### src/hw/rtl/qhd_pkg.sv
`default_nettype none

package qhd_pkg;

    // Default width of one received sample component (Q3.12 at 16 bits)
    localparam int SAMPLE_WIDTH_DEF = 16;

    // Threshold compare width floor: thresholds fit in 16 signed bits
    localparam int THR_W = 16;

    // Configuration codes of mod_order
    localparam logic [1:0] MOD_QPSK  = 2'd0;
    localparam logic [1:0] MOD_16QAM = 2'd1;
    localparam logic [1:0] MOD_64QAM = 2'd2;

    // Number of index bits held for the largest constellation
    localparam int SYM_BITS = 6;

    // Decision thresholds per axis: the sum of two adjacent levels, compared
    // against twice the sample. Strictly greater picks the upper level, so a
    // tie resolves toward the lower level index.
    localparam logic signed [THR_W-1:0] THR_QPSK = 16'sd0;
    localparam logic signed [THR_W-1:0] THR_16 [3] = '{
        -16'sd5181, 16'sd0, 16'sd5181
    };
    localparam logic signed [THR_W-1:0] THR_64 [7] = '{
        -16'sd7584, -16'sd5056, -16'sd2528, 16'sd0,
        16'sd2528, 16'sd5056, 16'sd7584
    };

    typedef enum logic {
        ST_IDLE,
        ST_SEND
    } t_state;

    // Controller to datapath
    typedef struct packed {
        logic load;
        logic shift;
    } t_dp_cmd;

    // Datapath to controller
    typedef struct packed {
        logic last;
    } t_dp_sts;

endpackage

`default_nettype wire

### src/hw/rtl/qhd_datapath.sv
`default_nettype none

module qhd_datapath #(
    parameter int SAMPLE_WIDTH = qhd_pkg::SAMPLE_WIDTH_DEF
) (
    input  wire                            i_clk,
    input  wire                            i_rst_n,
    input  wire                            i_cfg_we,
    input  wire        [1:0]               i_cfg_data,
    input  wire signed [SAMPLE_WIDTH-1:0]  i_sample_i,
    input  wire signed [SAMPLE_WIDTH-1:0]  i_sample_q,
    input  qhd_pkg::t_dp_cmd               i_cmd,
    output qhd_pkg::t_dp_sts               o_sts,
    output logic                           o_bit_value,
    output logic                           o_last_bit
);

    localparam int CMP_W = (SAMPLE_WIDTH + 1 > qhd_pkg::THR_W) ?
                           SAMPLE_WIDTH + 1 : qhd_pkg::THR_W;

    logic [1:0]                     r_mod;
    logic [qhd_pkg::SYM_BITS-1:0]   r_bits;
    logic [qhd_pkg::SYM_BITS-1:0]   n_bits;
    logic [2:0]                     r_left;
    logic [2:0]                     n_left;
    logic signed [CMP_W-1:0]        w_i2;
    logic signed [CMP_W-1:0]        w_q2;
    logic [2:0]                     w_lvl_i;
    logic [2:0]                     w_lvl_q;

    // Count thresholds below twice the sample: gives the nearest level index
    function automatic logic [2:0] f_level(input logic signed [CMP_W-1:0] v,
                                           input logic [1:0] m);
        logic [2:0] cnt;
        cnt = 3'd0;
        case (m)
            qhd_pkg::MOD_QPSK: begin
                if (v > CMP_W'(qhd_pkg::THR_QPSK)) cnt = 3'd1;
            end
            qhd_pkg::MOD_16QAM: begin
                for (int k = 0; k < 3; k++) begin
                    if (v > CMP_W'(qhd_pkg::THR_16[k])) cnt = cnt + 3'd1;
                end
            end
            default: begin
                for (int k = 0; k < 7; k++) begin
                    if (v > CMP_W'(qhd_pkg::THR_64[k])) cnt = cnt + 3'd1;
                end
            end
        endcase
        return cnt;
    endfunction

    assign w_i2    = CMP_W'($signed({i_sample_i, 1'b0}));
    assign w_q2    = CMP_W'($signed({i_sample_q, 1'b0}));
    assign w_lvl_i = f_level(w_i2, r_mod);
    assign w_lvl_q = f_level(w_q2, r_mod);

    always_comb begin
        n_bits = r_bits;
        n_left = r_left;
        if (i_cmd.load) begin
            case (r_mod)
                qhd_pkg::MOD_QPSK: begin
                    n_bits = {w_lvl_i[0], w_lvl_q[0], 4'b0000};
                    n_left = 3'd1;
                end
                qhd_pkg::MOD_16QAM: begin
                    n_bits = {w_lvl_i[1:0], w_lvl_q[1:0], 2'b00};
                    n_left = 3'd3;
                end
                default: begin
                    n_bits = {w_lvl_i, w_lvl_q};
                    n_left = 3'd5;
                end
            endcase
        end else if (i_cmd.shift) begin
            n_bits = {r_bits[qhd_pkg::SYM_BITS-2:0], 1'b0};
            n_left = r_left - 3'd1;
        end
    end

    always_ff @(posedge i_clk) begin
        if (!i_rst_n) begin
            r_mod <= qhd_pkg::MOD_QPSK;
        end else if (i_cfg_we) begin
            r_mod <= i_cfg_data;
        end
    end

    always_ff @(posedge i_clk) begin
        r_bits <= n_bits;
        r_left <= n_left;
    end

    assign o_bit_value = r_bits[qhd_pkg::SYM_BITS-1];
    assign o_last_bit  = (r_left == 3'd0);
    assign o_sts.last  = o_last_bit;

endmodule

`default_nettype wire

### src/hw/rtl/qhd_ctrl.sv
`default_nettype none

module qhd_ctrl (
    input  wire               i_clk,
    input  wire               i_rst_n,
    input  wire               i_in_valid,
    output logic              o_in_stall,
    output logic              o_out_valid,
    input  wire               i_out_stall,
    input  qhd_pkg::t_dp_sts  i_sts,
    output qhd_pkg::t_dp_cmd  o_cmd
);

    qhd_pkg::t_state r_state;
    qhd_pkg::t_state n_state;
    logic            w_out_take;
    logic            w_in_ready;

    always_comb begin
        w_out_take = (r_state == qhd_pkg::ST_SEND) && !i_out_stall;
        w_in_ready = (r_state == qhd_pkg::ST_IDLE) || (w_out_take && i_sts.last);
    end

    // Next state
    always_comb begin
        n_state = r_state;
        case (r_state)
            qhd_pkg::ST_IDLE: begin
                if (i_in_valid) n_state = qhd_pkg::ST_SEND;
            end
            qhd_pkg::ST_SEND: begin
                if (w_out_take && i_sts.last && !i_in_valid) n_state = qhd_pkg::ST_IDLE;
            end
            default: n_state = qhd_pkg::ST_IDLE;
        endcase
    end

    // Outputs
    always_comb begin
        o_in_stall  = !w_in_ready;
        o_out_valid = (r_state == qhd_pkg::ST_SEND);
        o_cmd.load  = w_in_ready && i_in_valid;
        o_cmd.shift = w_out_take && !i_sts.last;
    end

    always_ff @(posedge i_clk) begin
        if (!i_rst_n) begin
            r_state <= qhd_pkg::ST_IDLE;
        end else begin
            r_state <= n_state;
        end
    end

endmodule

`default_nettype wire

### src/hw/rtl/qam_hard_decision_demapper_top.sv
`default_nettype none

// QAM hard-decision demapper. Each input transaction carries one received
// I/Q sample (Q3.12, SAMPLE_WIDTH bits signed) and yields the index of the
// nearest constellation point, emitted MSB first as one output transaction
// per bit with o_last_bit marking the final bit: 2 bits for QPSK, 4 for
// 16-QAM, 6 for 64-QAM (mod_order 0/1/2, code 3 acts as 64-QAM). Labels are
// natural binary: high half selects the I level, low half the Q level,
// levels ascending; a distance tie goes to the lower index. Since the
// squared distance separates per axis, each axis is decided by comparing
// twice the sample against the sums of adjacent levels. The serializer
// emits the bits in order and holds the current bit while the output
// stalls; the next sample is taken in the cycle its predecessor's last bit
// leaves, so symbols stream back to back.
// Write mod_order only while idle.
module qam_hard_decision_demapper_top #(
    parameter int SAMPLE_WIDTH = qhd_pkg::SAMPLE_WIDTH_DEF
) (
    input  wire                            i_clk,
    input  wire                            i_rst_n,
    // Configuration: mod_order
    input  wire                            i_cfg_we,
    input  wire        [1:0]               i_cfg_data,
    // Sample channel
    input  wire                            i_in_valid,
    output logic                           o_in_stall,
    input  wire signed [SAMPLE_WIDTH-1:0]  i_sample_i,
    input  wire signed [SAMPLE_WIDTH-1:0]  i_sample_q,
    // Bit channel
    output logic                           o_out_valid,
    input  wire                            i_out_stall,
    output logic                           o_bit_value,
    output logic                           o_last_bit
);

    qhd_pkg::t_dp_cmd w_cmd;
    qhd_pkg::t_dp_sts w_sts;

    // Sequence loads and shifts against both handshakes
    qhd_ctrl u_ctrl (
        .i_clk       (i_clk),
        .i_rst_n     (i_rst_n),
        .i_in_valid  (i_in_valid),
        .o_in_stall  (o_in_stall),
        .o_out_valid (o_out_valid),
        .i_out_stall (i_out_stall),
        .i_sts       (w_sts),
        .o_cmd       (w_cmd)
    );

    // Decide levels, hold the index and shift it out
    qhd_datapath #(
        .SAMPLE_WIDTH (SAMPLE_WIDTH)
    ) u_dp (
        .i_clk       (i_clk),
        .i_rst_n     (i_rst_n),
        .i_cfg_we    (i_cfg_we),
        .i_cfg_data  (i_cfg_data),
        .i_sample_i  (i_sample_i),
        .i_sample_q  (i_sample_q),
        .i_cmd       (w_cmd),
        .o_sts       (w_sts),
        .o_bit_value (o_bit_value),
        .o_last_bit  (o_last_bit)
    );

    // An accepted sample always presents a bit in the next cycle
    a_load_then_valid: assert property (@(posedge i_clk) disable iff (!i_rst_n)
        (i_in_valid && !o_in_stall) |=> o_out_valid)
        else $error("no output after accepted sample");

    // Drop to idle after the last bit leaves with no new sample
    a_last_then_idle: assert property (@(posedge i_clk) disable iff (!i_rst_n)
        (o_out_valid && !i_out_stall && o_last_bit && !i_in_valid) |=> !o_out_valid)
        else $error("output still valid after last bit");

    // Hold off input while bits of the current symbol remain
    a_busy_stalls: assert property (@(posedge i_clk) disable iff (!i_rst_n)
        (o_out_valid && !(o_last_bit && !i_out_stall)) |-> o_in_stall)
        else $error("input taken mid-symbol");

endmodule

`default_nettype wire
### config.mk
export PLATFORM = sky130hd
export DESIGN_NAME = qam_hard_decision_demapper_top
export DESIGN_NICKNAME = d
export VERILOG_FILES = /design/src/hw/rtl/qhd_pkg.sv /design/src/hw/rtl/qhd_datapath.sv /design/src/hw/rtl/qhd_ctrl.sv /design/src/hw/rtl/qam_hard_decision_demapper_top.sv
export SDC_FILE = /design/constraint.sdc
export NUM_CORES = 1
export LEC_CHECK = 0
export ABC_CLOCK_PERIOD_IN_PS = 4100
export BUFFER_PORTS_ARGS = -buffer_cell sky130_fd_sc_hd__buf_2
export CAP_MARGIN = 20
export CORE_MARGIN = 1
export CORE_UTILIZATION = 40
export CTS_CLUSTER_SIZE = 40
export DETAILED_ROUTE_END_ITERATION = 12
export HOLD_SLACK_MARGIN = 0.12
export PLACE_DENSITY = 0.61
export SLEW_MARGIN = 15
export SYNTH_ARGS = -nofsm -noshare
export SYNTH_HDL_FRONTEND = slang
export SYNTH_SLANG_ARGS = --single-unit
### constraint.sdc
create_clock -name i_clk -period 4.1 [get_ports i_clk]
set_clock_uncertainty 0.1 [all_clocks]
set_input_delay 0.205 -clock i_clk [delete_from_list [all_inputs] [get_ports i_clk]]
set_output_delay 0.205 -clock i_clk [all_outputs]
set_load 0.02 [all_outputs]
==> metrics.md, run 1 <==
| Metric | Value |
|---|---|
| TNS Setup | `0 ns` |
| PnR worst setup slack | `approximately 0.060 ns` |
| Later-pin clock latency in the skew report | `roughly 0.24 ns` |
| Number of global-route vias before repair | `roughly 2,200` |
| Nets | `405` |
| Core Util, Final | `a little under three fifths` |
| CP top delay family | `adder cells` |
| Die footprint | `0.00579 mm^2` |
| Area delta synth->final | `33.6%` |
| Cell count after synthesis | `276` |
| Cells along the critical path | `buf_6, nor4_4, nor2b_4, nand2_1, a2111o_1, a31oi_1, o21a_1, inv_2, ha_4, a21oi_4, a31oi_1, ha_1, nand2_1, o21ai_2, ha_1, nand2b_4, nor2b_4, ha_4, mux2i_2, nor2_1, ha_1, nand3_1, a21oi_1, o21bai_1` |
| Sw Ratio | `between 30% and 40%` |
| DP Wirelength | `between 4000 and 5000 um` |
| Hold WS | `between 0.1 and 0.15 ns` |
| Worst-Margin Slew | `between 0.9 and 1 ns` |
| Post-Synth Adder-Cell Area | `between 10 and 15%` |
| Mux cell area share after synthesis | `between 2 and 3%` |
| Hold Crit Class | `primary input to flop` |
| Ant. Diodes | `0` |
| Starting Density | `42.2%` |
| Most frequent cells after synthesis | `nand2_1 (22), ha_1 (20), nor2_1 (19)` |
| Residual DRC | `0` |
| Critical path class | `primary input to flop` |
| Drt wl/cell | `13.3 um` |
| CP most frequent cell | `ha_1` |
| CP max stage cell | `a2111o_1` |
| Vias | `around 2,200` |
| First-pass GRT wire length | `around 9600 um` |
| Final hold violations | `0` |
| DRT iter0 DRCs | `52` |
| Number of distinct library cells after synthesis | `just under 70` |
| WP data required | `3.98 ns` |
| Seq/Total Area, Yosys | `~15%` |
| VDD IR max | `between 0.00015 and 0.0002 V` |
| Pleak | `between 1 and 1.5 nW` |
| Post-Syn Area | `roughly 0.0022 mm^2` |
| Crit end category | `flop` |
| Syn_area_per_cell | `around 8 um^2` |
| Synth Area in XOR/XNOR | `9.57%` |
| Via/cell ratio | `roughly 5.4` |
| Post-synthesis async set-or-reset flop share | `0%` |
| Crit path max fanout | `2` |
| Count leader, synth | `nand2_1` |
| Main flop type after synthesis | `edfxtp_1` |
| Final period util | `between 90% and 100%` |
| Total GRT Usage | `around a fifth` |
| Combinational family with the most area after synthesis | `simple AND/OR/NAND/NOR gates` |
| Fill cells | `515` |
| CTS root buf | `clkbuf_8` |
| Logic gate share of total power | `between 50% and 60%` |
| Post-synthesis compound-gate area fraction | `between 20% and 30%` |
| # IOs | `43` |
| Arrival @ worst endpoint | `3.92 ns` |
| Total gr overflow | `0` |
| Clock period minus worst slack | `about 4.0 ns` |
| Slew Limit Fails | `0` |
| Crit-path max cell delay | `between 0.3 and 0.4 ns` |
| Switch Pwr | `240 uW` |
| H-Tree Depth | `1` |
| Die Wd | `76.1 um` |
| Area leader, netlist | `edfxtp_1` |
| Core Region | `around 0.0052 mm^2` |
| Relative slew margins | `between 30% and 40%` |
| Antenna violations before repair | `0` |
| Final Cell Area | `0.00293 mm^2` |
| Final WL | `5510 um` |
| Number of flops mapped to enable cells by yosys | `9` |
| Largest net degree at the start of global routing | `16` |
| CTS max path bufs | `2` |
| Die height | `around 76 um` |
| Internal Power | `roughly 420 uW` |
| Final setup violation count | `0` |
| Buf/Inv on CP | `2` |
| DP Area | `approximately 0.0027 mm^2` |
| Post-synth top area share | `12.3%` |
| Share of cells above drive strength 1 | `35.1%` |
| GP Congestion | `approximately 0.84` |
| Startpoint Class | `primary input` |
| Post-route ant nets | `0` |
| Clock tree sinks | `12` |
| Top cells by area, synth | `edfxtp_1 (12%), ha_1 (11%), xnor2_1 (4.4%), nand2_1 (3.8%), a21oi_1 (3.6%)` |
| Post-Place Worst Slack | `-0.289 ns` |
| Yosys reg bits | `12` |
| PortBufs | `42` |
| YS warnings | `0` |
| Outcome | `completed` |
| Max Fclk | `approximately 250 MHz` |
| DRT Pass-1 Iters | `4` |
| Post-Synth Simple-Gate Area | `around 30%` |
| Sequential power share | `24.1%` |
| Cell Rows | `26` |
| Max Cap Viol | `0` |
| Power Dens Cells | `225 mW/mm^2` |
| RSZ-0062 raised after global routing | `yes` |
| CTS tree | `yes` |
| Cts bufs inserted | `3` |
| Clk pwr share | `between 15 and 20%` |
| Syn Nets | `~340` |
| Reg clk slew, reported paths | `0.05 ns` |
power by group through the flow:
stage | Combinational (mW) | Clock (mW) | Sequential [mW]
3_3_place_gp | 0.336 | 0 | 0.161
5_1_grt | 0.434 | 0.121 | 0.160
4_1_cts | 0.361 | 0.113 | 0.159
6_report | 0.389 | 0.111 | 0.159
2_1_floorplan | 0.243 | 0 | 0.162
3_5_place_dp | 0.341 | 0 | 0.161
cells in the final DEF (no fill, tap or decap), drive strengths merged, types with 3 or more instances in the layout:
master  count
o21ai      18
nand3       9
inv        16
nor3        7
buf        79
mux2i       4
a31oi       4
o21bai      4
nand2b      3
nand2      23
nor2b       8
or3         5
o21a        6
nand4       5
o211ai      3
nor3b       3
xor2        6
xnor2      12
edfxtp      9
a21oi      16
dfxtp       3
or4         4
nor4       10
ha         20
and2        3
clkbuf      4
nor2       19
sequential cells by signal (all words and copies together) (netlist names):
name,flops
u_ctrl.o_out_valid,1
u_dp.r_bits,6
u_dp.r_left,3
u_dp.r_mod,2
cell type report:
class / count / area [um^2] / area share (%)
clock buffers: 4 / 45.0 / 1.54
inverters: 16 / 60.1 / 2.05
multi-input cells: 232 / 1880 / 64.2
flip-flops and latches: 12 / 330 / 11.3
well taps: 70 / 87.6 / 2.99
repair buffers: 81 / 527 / 18.0
worst register-to-register path, delay by kind of cell, from the launching register on:
family	cells	cell delay (ns)
and+or+nand+nor	3	0.73
AOI/OAI and AO/OA	3	0.71
adders and majority gates	1	0.17
DFF	1	0.39
buffers and inverters	1	0.10
path summary, 6_finish.rpt:
check             cells after the start           start  slack (ns)        endpoint
setup / recovery                     24   i_sample_q[1]        0.06  u_dp.r_bits[1]
hold / removal                        3   i_cfg_data[1]        0.13   u_dp.r_mod[1]
setup reg to reg                      8  u_dp.r_left[0]        1.63  u_dp.r_bits[3]
hold reg to reg                       2  u_dp.r_bits[1]        0.44  u_dp.r_bits[2]
per-stage QoR:
| step | std cells | power, mW |
|---|---|---|
| floorplan | 276 | 0.405 |
| global placement | 400 | 0.497 |
| detailed placement | 400 | 0.502 |
| CTS | 410 | 0.634 |
| global route | 415 | 0.715 |
| finish | 415 | 0.659 |
layer usage:
metal | GRT usage (%) | vias to the layer above | part of all wire (%)
li1 | - | 1169 | -
met1 | 26.2 | 1026 | 50
met2 | 34.4 | 38 | 47
met3 | 1.44 | 4 | 2.6
met4 | 3.27 | 0 | 0.42
met5 | 0 | - | 0
what timing repair did:
action / 4_1_cts / 5_1_grt
resized for setup: 5 / 12
pin swaps: 15 / 15
endpoints found under the setup margin: 3 / 3
hold buffers: 2 / 0
setup buffers: 4 / 5
endpoints found under the hold margin: 3 / 0
cells by family (layout without fill, tap and decap cells):
group                    Yosys count  after routing
buffers and inverters             32            101
adder cells (fa/ha/maj)           20             20
multiplexers                       5              5
AND/OR/NAND/NOR                  111            111
XOR/XNOR                          20             20
AO/OA/AOI/OAI                     76             76
flip-flops                        12             12
Power figures use the tool's default switching activity.
==> run 2, diff against run 1 <==
--- a/config.mk
+++ b/config.mk
@@ -13,6 +13,7 @@
 export CTS_CLUSTER_SIZE = 40
 export DETAILED_ROUTE_END_ITERATION = 12
 export HOLD_SLACK_MARGIN = 0.12
+export MAX_ROUTING_LAYER = met4
 export PLACE_DENSITY = 0.61
 export SLEW_MARGIN = 15
 export SYNTH_ARGS = -nofsm -noshare
==> metrics.md, run 2 (synthesized netlist as in run 1, its figures left out) <==
| Metric | Value |
|---|---|
| Die Wd | `~76 um` |
| Crit end category | `flop` |
| Share of cells above drive strength 1 | `a little over a third` |
| Clock period minus worst slack | `roughly 4.0 ns` |
| Drt wl/cell | `~13 um` |
| Fin cells | `415` |
| Core Region | `approximately 0.0052 mm^2` |
| Critical path class | `primary input to flop` |
| Die height | `between 70 and 80 um` |
| Cell Rows | `26` |
| Number of global-route vias before repair | `between 2,000 and 2,500` |
| Worst-Margin Slew | `about 0.9 ns` |
| Tot Pwr | `660 uW` |
| Ant. Diodes | `0` |
| Largest registers | `u_dp.r_bits (6), u_dp.r_left (3), u_dp.r_mod (2)` |
| Placed insts | `400` |
| Final WL | `roughly 5500 um` |
| Final hold violations | `0` |
| Area delta synth->final | `33.6%` |
| Cts bufs inserted | `3` |
| DRT Pass-1 Iters | `4` |
| Later-pin clock latency in the skew report | `0.24 ns` |
| PortBufs | `42` |
| TNS Setup | `0 ns` |
| Slew Limit Fails | `0` |
| Startpoint Class | `primary input` |
| Reg clk slew, reported paths | `0.05 ns` |
| Antenna violations before repair | `0` |
| Max Fclk | `between 200 and 250 MHz` |
| Nets | `approximately 410` |
| Most frequent cells in the layout | `buf_2 (39), buf_4 (37), nand2_1 (22), nor2_1 (19), a21oi_1 (15)` |
| Final Cell Area | `between 0.002 and 0.003 mm^2` |
| Arrival @ worst endpoint | `3.92 ns` |
| Total gr overflow | `0` |
| Reg with most FFs | `u_dp.r_bits` |
| First-pass GRT wire length | `roughly 9600 um` |
| Via/cell ratio | `between 5 and 6` |
| Clock tree sinks | `12` |
| Hold Crit Class | `primary input to flop` |
| CTS tree | `yes` |
| Largest net degree at the start of global routing | `16` |
| Number of flip-flops in the largest register | `6` |
| Outcome | `completed` |
| Pleak | `about 1.2 nW` |
| Power Dens Cells | `between 200 and 250 mW/mm^2` |
| Final period util | `between 90 and 100%` |
| RSZ-0062 raised after global routing | `yes` |
| CTS root buf | `clkbuf_8` |
| Die footprint | `0.00579 mm^2` |
| Starting Density | `42.2%` |
| Total GRT Usage | `about 20%` |
| H-Tree Depth | `1` |
| DP Area | `0.00269 mm^2` |
| DP Wirelength | `between 4000 and 5000 um` |
| CTS max path bufs | `2` |
| Residual DRC | `0` |
| Crit path max fanout | `2` |
| Relative slew margins | `39.2%` |
| Final setup violation count | `0` |
| DRT iter0 DRCs | `57` |
| # IOs | `43` |
| Fill cells | `515` |
| VDD IR max | `about 0.00018 V` |
| Vias | `about 2,200` |
| GP Congestion | `around 0.85` |
| WP data required | `approximately 4 ns` |
| Post-route ant nets | `0` |
| Most common cell after layout, fill and taps aside | `buf_2` |
| Max Cap Viol | `0` |
## run 2: cell counts in the layout (fill, tap and decap cells not counted)
No cell type changed its count.
## run 2: power breakdown
part	internal, mW	switching [mW]
Clock	0.0684	0.0428
Sequential	0.152	0.00715
Combinational	0.199	0.191
Total	0.419	0.240
## run 2: metrics by stage
step                      worst slack [ns]  utilization, %  hold WS (ns)
after floorplan                    0.00400               -         0.223
after global placement              -0.238            51.8         0.337
final                               0.0613            56.3         0.124
after global routing                -0.133            56.3         0.140
after CTS                          -0.0410            54.1         0.123
after detailed placement            -0.289            51.8         0.342
## run 2: path summary, 6_finish.rpt
kind | start | to | slack, ns | depth (start not counted)
max | i_sample_q[1] | u_dp.r_bits[1] | 0.06 | 24
min | i_cfg_data[1] | u_dp.r_mod[1] | 0.12 | 3
max reg2reg | u_dp.r_left[0] | u_dp.r_bits[3] | 1.62 | 8
min reg2reg | u_dp.r_bits[1] | u_dp.r_bits[2] | 0.44 | 2
## run 2: timing repair
item / 4_1_cts / 5_1_grt
hold buffers: 2 / 0
cloned: 0 / 0
resized for setup: 5 / 12
buffers inserted: 4 / 5
pin swaps: 15 / 15
hold endpoints to repair: 3 / 0
setup endpoints to repair: 3 / 3
## run 2: cell type report
type	instances	area, um^2	share of cell area, %
Clock buffer	4	45.0	1.54
Inverter	16	60.1	2.05
Multi-Input combinational cell	232	1880	64.2
Sequential cell	12	330	11.3
Tap cell	70	87.6	2.99
Timing Repair Buffer	81	527	18.0
## run 2: per-layer routing
metal / global-route usage (%) / routed length [um] / vias up
met2: 34.2 / 2610 / 36
met4: 3.27 / 23 / 0
met5: - / 0 / -
met1: 26.3 / 2760 / 1026
met3: 1.44 / 139 / 4
li1: - / - / 1168
## run 2: worst max-delay path, stage by stage
cell,delay [ns]
buf_6,0.10
nor4_4,0.28
nor2b_4,0.19
nand2_1,0.06
a2111o_1,0.35
a31oi_1,0.15
o21a_1,0.18
inv_2,0.05
ha_4,0.16
a21oi_4,0.12
a31oi_1,0.06
ha_1,0.31
nand2_1,0.07
o21ai_2,0.07
ha_1,0.27
nand2b_4,0.14
nor2b_4,0.15
ha_4,0.22
mux2i_2,0.15
nor2_1,0.06
ha_1,0.27
nand3_1,0.08
a21oi_1,0.06
o21bai_1,0.17
